==> config.mk <==
export PLATFORM = sky130hd
export DESIGN_NAME = fru_product_info_parser_top
export DESIGN_NICKNAME = d
export VERILOG_FILES = /design/src/fpi_pkg.sv /design/src/fpi_parse_core.sv /design/src/fru_product_info_parser_top.sv
export SDC_FILE = /design/constraint.sdc
export NUM_CORES = 1
export LEC_CHECK = 0
export BUFFER_PORTS_ARGS = -buffer_cell sky130_fd_sc_hd__buf_2
export CAP_MARGIN = 20
export CELL_PAD_IN_SITES_DETAIL_PLACEMENT = 1
export CELL_PAD_IN_SITES_GLOBAL_PLACEMENT = 2
export CORE_MARGIN = 2
export CORE_UTILIZATION = 39
export DETAILED_ROUTE_END_ITERATION = 12
export PLACE_DENSITY_LB_ADDON = 0.1
export SETUP_SLACK_MARGIN = 0.3
export SYNTH_ARGS = -nofsm -noshare
export SYNTH_HDL_FRONTEND = slang
export SYNTH_SLANG_ARGS = --single-unit
==> constraint.sdc <==
create_clock -name clk -period 3.8 [get_ports clk]
set_clock_uncertainty 0.2 [all_clocks]
set_input_delay 0.19 -clock clk [delete_from_list [all_inputs] [get_ports clk]]
set_output_delay 0.19 -clock clk [all_outputs]
set_load 0.1 [all_outputs]
==> src/fpi_pkg.sv <==
// Shared types, codes and constants of the FRU product info area parser.
package fpi_pkg;

    // Default width of the image address counter
    localparam int PositionBitsDefault = 12;

    // Common header layout and checks
    localparam int        HdrOffsetAddr = 4;
    localparam int        HdrPadAddr    = 6;
    localparam int        HdrLastAddr   = 7;
    localparam logic [7:0] FORMAT_VERSION = 8'h01;
    localparam logic [7:0] HDR_PAD_VALUE  = 8'h00;

    // Type/length byte
    localparam logic [7:0] END_MARKER      = 8'hC1;
    localparam logic [3:0] FIXED_FIELDS    = 4'd7;
    localparam logic [3:0] FIELD_INDEX_MAX = 4'd15;

    // Type codes in the top two bits of a type/length byte
    localparam logic [1:0] TYPE_BINARY = 2'd0;
    localparam logic [1:0] TYPE_BCD    = 2'd1;
    localparam logic [1:0] TYPE_SIXBIT = 2'd2;
    localparam logic [1:0] TYPE_TEXT   = 2'd3;

    // Result kinds
    localparam logic [1:0] KIND_NONE  = 2'd0;
    localparam logic [1:0] KIND_CHAR  = 2'd1;
    localparam logic [1:0] KIND_EMPTY = 2'd2;
    localparam logic [1:0] KIND_FINAL = 2'd3;

    // Final status codes
    localparam logic [2:0] ST_OK        = 3'd0;
    localparam logic [2:0] ST_HEADER    = 3'd1;
    localparam logic [2:0] ST_NO_AREA   = 3'd2;
    localparam logic [2:0] ST_AREA_VER  = 3'd3;
    localparam logic [2:0] ST_TYPE      = 3'd4;
    localparam logic [2:0] ST_OVERFLOW  = 3'd5;
    localparam logic [2:0] ST_CHECKSUM  = 3'd6;
    localparam logic [2:0] ST_TRUNCATED = 3'd7;

    typedef enum logic [3:0] {
        PH_HEADER = 4'd0,
        PH_SKIP   = 4'd1,
        PH_LEN    = 4'd2,
        PH_LANG   = 4'd3,
        PH_TL     = 4'd4,
        PH_DATA   = 4'd5,
        PH_PAD    = 4'd6
    } phase_t;

    typedef struct packed {
        logic [7:0] data_byte;
        logic       image_end;
    } fpi_in_t;

    typedef struct packed {
        logic [1:0] kind;
        logic [3:0] field_index;
        logic [7:0] char_value;
        logic       field_last;
        logic [2:0] status;
    } fpi_out_t;

endpackage

==> src/fpi_parse_core.sv <==
// Parser state registers and the per-byte next-state and result logic.
module fpi_parse_core
    import fpi_pkg::*;
#(
    parameter int POSITION_BITS = PositionBitsDefault
)
(
    input  logic     clk,
    input  logic     rst_n,
    input  logic     step,
    input  fpi_in_t  step_data,
    output fpi_out_t result
);

    localparam logic [POSITION_BITS-1:0] POS_MAX = {POSITION_BITS{1'b1}};

    phase_t                   phase_reg, phase_next;
    logic [POSITION_BITS-1:0] image_pos_reg, image_pos_next;
    logic [7:0]               area_offset_reg, area_offset_next;
    logic [10:0]              area_length_reg, area_length_next;
    logic [10:0]              area_pos_reg, area_pos_next;
    logic [7:0]               sum_reg, sum_next;
    logic [5:0]               remaining_reg, remaining_next;
    logic [1:0]               field_kind_reg, field_kind_next;
    logic [3:0]               field_number_reg, field_number_next;
    logic                     finished_reg, finished_next;

    logic [7:0]  b;
    logic [7:0]  sum_add;
    logic        past_end;
    logic        area_byte;
    logic [10:0] area_pos_base;
    logic [5:0]  tl_length;
    logic [1:0]  tl_type;
    logic [3:0]  field_number_inc;

    assign b                = step_data.data_byte;
    assign sum_add          = sum_reg + b;
    assign past_end         = ({1'b0, area_pos_reg} + 12'd1) >= {1'b0, area_length_reg};
    assign tl_type          = b[7:6];
    assign tl_length        = b[5:0];
    assign field_number_inc = (field_number_reg < FIELD_INDEX_MAX) ?
                              field_number_reg + 4'd1 : field_number_reg;

    // Decode one image byte: next state and the result it gives
    always_comb
    begin
        phase_next        = phase_reg;
        area_offset_next  = area_offset_reg;
        area_length_next  = area_length_reg;
        sum_next          = sum_reg;
        remaining_next    = remaining_reg;
        field_kind_next   = field_kind_reg;
        field_number_next = field_number_reg;
        finished_next     = finished_reg;
        area_byte         = 1'b0;
        area_pos_base     = area_pos_reg;
        result            = '0;

        if (!finished_reg)
        begin
            case (phase_reg)
                PH_HEADER:
                begin
                    sum_next = sum_add;
                    if (image_pos_reg == '0 && b != FORMAT_VERSION)
                    begin
                        finished_next = 1'b1;
                        result.kind   = KIND_FINAL;
                        result.status = ST_HEADER;
                    end
                    else
                    begin
                        if (image_pos_reg == POSITION_BITS'(HdrOffsetAddr))
                            area_offset_next = b;
                        if (image_pos_reg == POSITION_BITS'(HdrPadAddr) && b != HDR_PAD_VALUE)
                        begin
                            finished_next = 1'b1;
                            result.kind   = KIND_FINAL;
                            result.status = ST_HEADER;
                        end
                        else if (image_pos_reg == POSITION_BITS'(HdrLastAddr))
                        begin
                            if (sum_add != 8'd0)
                            begin
                                finished_next = 1'b1;
                                result.kind   = KIND_FINAL;
                                result.status = ST_HEADER;
                            end
                            else if (area_offset_reg == 8'd0)
                            begin
                                finished_next = 1'b1;
                                result.kind   = KIND_FINAL;
                                result.status = ST_NO_AREA;
                            end
                            else
                                phase_next = PH_SKIP;
                        end
                    end
                end
                PH_SKIP:
                begin
                    if (image_pos_reg == POSITION_BITS'({area_offset_reg, 3'b000}))
                    begin
                        if (b != FORMAT_VERSION)
                        begin
                            finished_next = 1'b1;
                            result.kind   = KIND_FINAL;
                            result.status = ST_AREA_VER;
                        end
                        else
                        begin
                            sum_next      = b;
                            area_pos_base = '0;
                            area_byte     = 1'b1;
                            phase_next    = PH_LEN;
                        end
                    end
                end
                PH_LEN:
                begin
                    area_byte        = 1'b1;
                    sum_next         = sum_add;
                    area_length_next = {b, 3'b000};
                    phase_next       = PH_LANG;
                end
                PH_LANG:
                begin
                    area_byte = 1'b1;
                    sum_next  = sum_add;
                    if (past_end)
                    begin
                        finished_next = 1'b1;
                        result.kind   = KIND_FINAL;
                        result.status = ST_OVERFLOW;
                    end
                    else
                    begin
                        field_number_next = '0;
                        phase_next        = PH_TL;
                    end
                end
                PH_TL:
                begin
                    area_byte = 1'b1;
                    sum_next  = sum_add;
                    if (past_end)
                    begin
                        finished_next = 1'b1;
                        result.kind   = KIND_FINAL;
                        result.status = ST_OVERFLOW;
                    end
                    else if (field_number_reg >= FIXED_FIELDS && b == END_MARKER)
                        phase_next = PH_PAD;
                    else
                    begin
                        field_kind_next = tl_type;
                        remaining_next  = tl_length;
                        if (tl_type == TYPE_BCD || tl_type == TYPE_SIXBIT)
                        begin
                            finished_next = 1'b1;
                            result.kind   = KIND_FINAL;
                            result.status = ST_TYPE;
                        end
                        else
                        begin
                            if (tl_type == TYPE_BINARY || tl_length == 6'd0)
                            begin
                                result.kind        = KIND_EMPTY;
                                result.field_index = field_number_reg;
                            end
                            if (tl_length == 6'd0)
                                field_number_next = field_number_inc;
                            else
                                phase_next = PH_DATA;
                        end
                    end
                end
                PH_DATA:
                begin
                    area_byte = 1'b1;
                    sum_next  = sum_add;
                    if (past_end)
                    begin
                        finished_next = 1'b1;
                        result.kind   = KIND_FINAL;
                        result.status = ST_OVERFLOW;
                    end
                    else
                    begin
                        if (field_kind_reg == TYPE_TEXT)
                        begin
                            result.kind        = KIND_CHAR;
                            result.field_index = field_number_reg;
                            result.char_value  = b;
                            result.field_last  = (remaining_reg == 6'd1);
                        end
                        remaining_next = remaining_reg - 6'd1;
                        if (remaining_reg == 6'd1)
                        begin
                            field_number_next = field_number_inc;
                            phase_next        = PH_TL;
                        end
                    end
                end
                PH_PAD:
                begin
                    area_byte = 1'b1;
                    sum_next  = sum_add;
                    if (past_end)
                    begin
                        finished_next = 1'b1;
                        result.kind   = KIND_FINAL;
                        result.status = (sum_add == 8'd0) ? ST_OK : ST_CHECKSUM;
                    end
                end
                default:
                begin
                    finished_next = 1'b1;
                    result.kind   = KIND_FINAL;
                    result.status = ST_HEADER;
                end
            endcase
        end

        area_pos_next  = area_byte ? area_pos_base + 11'd1 : area_pos_base;
        image_pos_next = (image_pos_reg != POS_MAX) ?
                         image_pos_reg + POSITION_BITS'(1) : image_pos_reg;

        // Last image byte: flag truncation, then rearm for a new image
        if (step_data.image_end)
        begin
            if (!finished_reg && result.kind != KIND_FINAL)
            begin
                result        = '0;
                result.kind   = KIND_FINAL;
                result.status = ST_TRUNCATED;
            end
            phase_next        = PH_HEADER;
            image_pos_next    = '0;
            area_offset_next  = '0;
            area_length_next  = '0;
            area_pos_next     = '0;
            sum_next          = '0;
            remaining_next    = '0;
            field_kind_next   = '0;
            field_number_next = '0;
            finished_next     = 1'b0;
        end
    end

    // Advance the parser state on each processed byte
    always_ff @(posedge clk or negedge rst_n)
    begin
        if (!rst_n)
        begin
            phase_reg        <= PH_HEADER;
            image_pos_reg    <= '0;
            area_offset_reg  <= '0;
            area_length_reg  <= '0;
            area_pos_reg     <= '0;
            sum_reg          <= '0;
            remaining_reg    <= '0;
            field_kind_reg   <= '0;
            field_number_reg <= '0;
            finished_reg     <= 1'b0;
        end
        else if (step)
        begin
            phase_reg        <= phase_next;
            image_pos_reg    <= image_pos_next;
            area_offset_reg  <= area_offset_next;
            area_length_reg  <= area_length_next;
            area_pos_reg     <= area_pos_next;
            sum_reg          <= sum_next;
            remaining_reg    <= remaining_next;
            field_kind_reg   <= field_kind_next;
            field_number_reg <= field_number_next;
            finished_reg     <= finished_next;
        end
    end

endmodule

==> src/fru_product_info_parser_top.sv <==
// Top level of the FRU product info area parser: input and result registers.
//
// Usage: stream a FRU EEPROM image into the byte channel (byte_valid,
// byte_ready, byte_data), one byte per transfer, in address order from zero,
// with image_end set on the last byte. Every byte gives exactly one result
// transfer on the result channel (result_valid, result_ready, result_data):
// kind 0 for nothing, 1 for a text character, 2 for an empty field, 3 for the
// final status. After a final status the rest of the image gives kind 0.
// Path: a byte in the input register is decoded into the result register once
// that register is free. Throughput: one byte per cycle while result_ready is
// high, set by the single input and result registers around the decode logic.
// Reset: all parser state returns to the header start, both registers empty.
// A byte with image_end set also rearms the parser for a new image.
// Stall: when result_ready is low the result holds; an empty input register
// still takes one more byte, then byte_ready drops until the result moves on.
module fru_product_info_parser_top
    import fpi_pkg::*;
#(
    parameter int POSITION_BITS = PositionBitsDefault
)
(
    input  logic     clk,
    input  logic     rst_n,
    input  logic     byte_valid,
    output logic     byte_ready,
    input  fpi_in_t  byte_data,
    output logic     result_valid,
    input  logic     result_ready,
    output fpi_out_t result_data
);

    logic     in_valid_reg;
    fpi_in_t  in_data_reg;
    logic     out_valid_reg;
    fpi_out_t out_data_reg;
    logic     out_free;
    logic     step;
    fpi_out_t step_result;

    // Move the held byte forward when the result register can take it
    assign out_free   = !out_valid_reg || result_ready;
    assign step       = in_valid_reg && out_free;
    assign byte_ready = !in_valid_reg || step;

    assign result_valid = out_valid_reg;
    assign result_data  = out_data_reg;

    fpi_parse_core #(
        .POSITION_BITS (POSITION_BITS)
    ) u_core (
        .clk       (clk),
        .rst_n     (rst_n),
        .step      (step),
        .step_data (in_data_reg),
        .result    (step_result)
    );

    // Hold the input byte until it is processed
    always_ff @(posedge clk or negedge rst_n)
    begin
        if (!rst_n)
            in_valid_reg <= 1'b0;
        else if (byte_ready)
            in_valid_reg <= byte_valid;
    end

    always_ff @(posedge clk)
    begin
        if (byte_ready && byte_valid)
            in_data_reg <= byte_data;
    end

    // Hold the result until its transfer completes
    always_ff @(posedge clk or negedge rst_n)
    begin
        if (!rst_n)
            out_valid_reg <= 1'b0;
        else if (out_free)
            out_valid_reg <= step;
    end

    always_ff @(posedge clk)
    begin
        if (step)
            out_data_reg <= step_result;
    end

endmodule

==> qor.yml <==
vias_per_cell: 5.80
synth_adder_area_share_pct: 5.62
num_vias: 4983
path_buf_inv: 2
status: "finished, final reports clean"
synth_edf_count: 27
wl_per_cell_um: 20.8
drtIter0Drc: 284
overflow: 0
path_cells: "ha_1 -> fa_2 -> xor2_1 -> or3_1 -> a221oi_4 -> a31oi_4 -> a2111oi_4 -> buf_4 -> a311oi_4 -> buf_6 -> and2_1"
die_w_um: 125
fin_nets: 708
core_mm2: 0.0144
setup_tns_ns: 0
setup_viol: 0
layout-drive-gt1-share_pct: 19.9
worstHoldPathType: "in2async"
grt_start_max_net_pins: 45
grt_pass1_vias: 5204
syn_nets: 643
ir_drop_v: 0.000198
ios: 33
syn_inst: 605
synth_top_area_cell: "dfrtp_1"
slowest_delay_ns: 0.41
nFillCells: 1677
maxSlewHeadroom_pct: 40.7
design_area_mm2: 0.00681
comb_power_share_pct: 36.8
die_h_um: 125
max_freq_mhz: 293
initial_core_util_pct: 39.5
ys_types: 66
post-route-period-util_pct: 89.8
cts.sinks: 92
fin_cells: 859
fin_crit_ns: 3.41
p_switching_mw: 1.31
dpl-instance-area_mm2: 0.00614
synth_flop_cell: "dfrtp_1"
die-area_mm2: 0.0156
async_flop_share_pct: 70.7
ys_seq_area_share_pct: 42.8
required_ns: 3.71
syn2layout_area_growth_pct: 19.5
grt_pass1_wl_um: 28700
worst_pin_slew_ns: 0.886
rows: 44
cp_slowest_cell: "fa_2"
synth-seq-cells: 92
synth_top_family_by_area: "simple AND/OR/NAND/NOR gates"
gp_congestion: 0.848
p_leak_nw: 2.89
cts-root-buf: "clkbuf_16"
rsz0062_at_grt: "no"
synth_area_per_cell_um2: 9.42
path_max_fanout: 8
cp_top_family: "compound AO/OA/AOI/OAI gates"
dr.pass1.iters: 4
p_seq_share_pct: 37.0
synth_area_mm2: 0.00570
clockPowerShare_pct: 26.2
seqCellArea_mm2: 0.00245
track_usage_pct: 23.1
wl_um: 17800
synth_compound_area_share_pct: 16.9
htree_levels: 3
multiInputGateArea_mm2: 0.00318
cap_violations: 0
drc_errors: 0
place_hpwl_um: 12800
power.internal_mw: 2.10
synthSimpleGateAreaFrac_pct: 22.5
swShare_pct: 38.5
clkTransAtPathRegs_ns: 0.07
insertion_delay_ns: 0.35
netlist.area_leader.share_pct: 28.5
hold_violations: 0
drv_slew: 0
holdWs_ns: 0.251
crit_path_start_kind: "register"
reg2reg_depth: 11
drtAntennaViolNets: 0
cts_tree: "built"
antenna_found_initial: 0
synthMuxAreaShare_pct: 3.99
synth_warnings: 0
cp-end-kind: "register"
cp_num_cells: 11
power_density_mw_per_mm2: 501
numPortBuffers: 32
dp_cells: 816
synth.area.top_cells: "dfrtp_1 (29%), edfxtp_1 (14%), ha_1 (5.3%)"
largest_reg_flops: 18
path_class: "reg2reg"
cp_data_arrival_time_ns: 3.32
diodes: 0
clk_path_buf_depth: 2
cts_buffers: 9
yosys.area_share.xor_xnor_pct: 4.30
==> layer usage <==
layer	vias up	global-route usage [%]	wire length (um)
met3	16	3.52	612
met5	-	0	0
met2	92	37.9	8470
li1	2361	-	-
met1	2514	32.0	8510
met4	0	6.21	257
==> layout by cell type (no fill, tap or decap), drive strengths merged, types with 15 or more instances in the layout <==
| cell type | Yosys | routed |
|---|---|---|
| o21ai | 40 | 40 |
| a31oi | 15 | 15 |
| edfxtp | 27 | 27 |
| and2 | 19 | 19 |
| buf | 4 | 68 |
| a21oi | 15 | 15 |
| nor3 | 22 | 22 |
| nor2 | 52 | 52 |
| nand2 | 54 | 54 |
| dfrtp | 65 | 65 |
| inv | 30 | 31 |
| xor2 | 20 | 20 |
| ha | 24 | 24 |
| nand3 | 21 | 21 |
==> per-stage QoR <==
step | utilization (%) | setup WS, ns | power [mW]
floorplan | - | 0.445 | 2.02
global placement | 42.6 | 0.202 | 2.29
detailed placement | 42.6 | 0.0571 | 2.33
CTS | 45.8 | 0.297 | 3.30
global route | 47.2 | 0.258 | 3.60
finish | 47.2 | 0.386 | 3.41
==> layout make-up <==
type,count,area share [%]
tap,184,3.38
clock inverter,3,0.294
clock buffer,13,3.84
sequential,92,35.9
timing repair buffer,81,8.28
inverter,30,1.65
multi-input combinational,456,46.6
==> path summary, 6_finish.rpt <==
path / startpoint / slack (ns) / to
max in group asynchronous: rst_n / 2.15 / u_core.area_pos_reg[7]$_DFFE_PN0P_
min in group clk: u_core.sum_reg[0]$_DFFE_PN0P_ / 0.29 / u_core.sum_reg[0]$_DFFE_PN0P_
worst max-delay path: in_data_reg[1]$_DFFE_PP_ / 0.39 / result_data[5]$_DFFE_PP_
worst min-delay path: rst_n / 0.25 / u_core.sum_reg[4]$_DFFE_PN0P_
worst max register to register: in_data_reg[1]$_DFFE_PP_ / 0.39 / result_data[5]$_DFFE_PP_
worst min register to register: u_core.sum_reg[0]$_DFFE_PN0P_ / 0.29 / u_core.sum_reg[0]$_DFFE_PN0P_
==> power by group through the flow <==
| stage | registers (mW) | clock network, mW | logic, mW |
|---|---|---|---|
| floorplan | 1.39 | 0 | 0.628 |
| global placement | 1.27 | 0 | 1.02 |
| detailed placement | 1.28 | 0 | 1.06 |
| CTS | 1.26 | 0.908 | 1.13 |
| global route | 1.28 | 0.953 | 1.37 |
| finish | 1.26 | 0.892 | 1.26 |
==> timing repair <==
| action | CTS | global route |
|---|---|---|
| endpoints found under the setup margin | 26 | 34 |
| setup buffers | 4 | 10 |
| resized for setup | 5 | 28 |
| hold buffers | 13 | 0 |
| endpoints found under the hold margin | 40 | 0 |
| pin swaps | 3 | 10 |
==> Yosys cell counts, drive strengths merged (3+ instances only) <==
master   n
mux2i    7
mux2    14
o21ai   40
or2      6
nor2    52
edfxtp  27
dfrtp   65
o221ai   5
and2    19
and3    10
and4     4
nand2   54
o211ai   3
nor4b    5
a21oi   15
xor2    20
ha      24
nand3b   6
nand4   12
a311oi   4
nor3    22
a211oi   5
a31oi   15
or4      6
a22oi    5
nor2b    3
nand3   21
or3      5
nand2b  10
nor4     5
a41oi    4
o22ai    3
buf      4
clkbuf  23
o31ai   12
or3b     4
xnor2    8
inv     30
o41ai    5
==> kinds of logic (layout without fill, tap and decap cells) <==
kind of cell	Yosys count	in the layout
buf+inv	57	127
simple gates	245	245
mux	21	21
flops	92	92
xor+xnor	28	28
fa+ha+maj	25	25
compound gates	137	137
No activity file was read; power rests on OpenSTA's default activity.
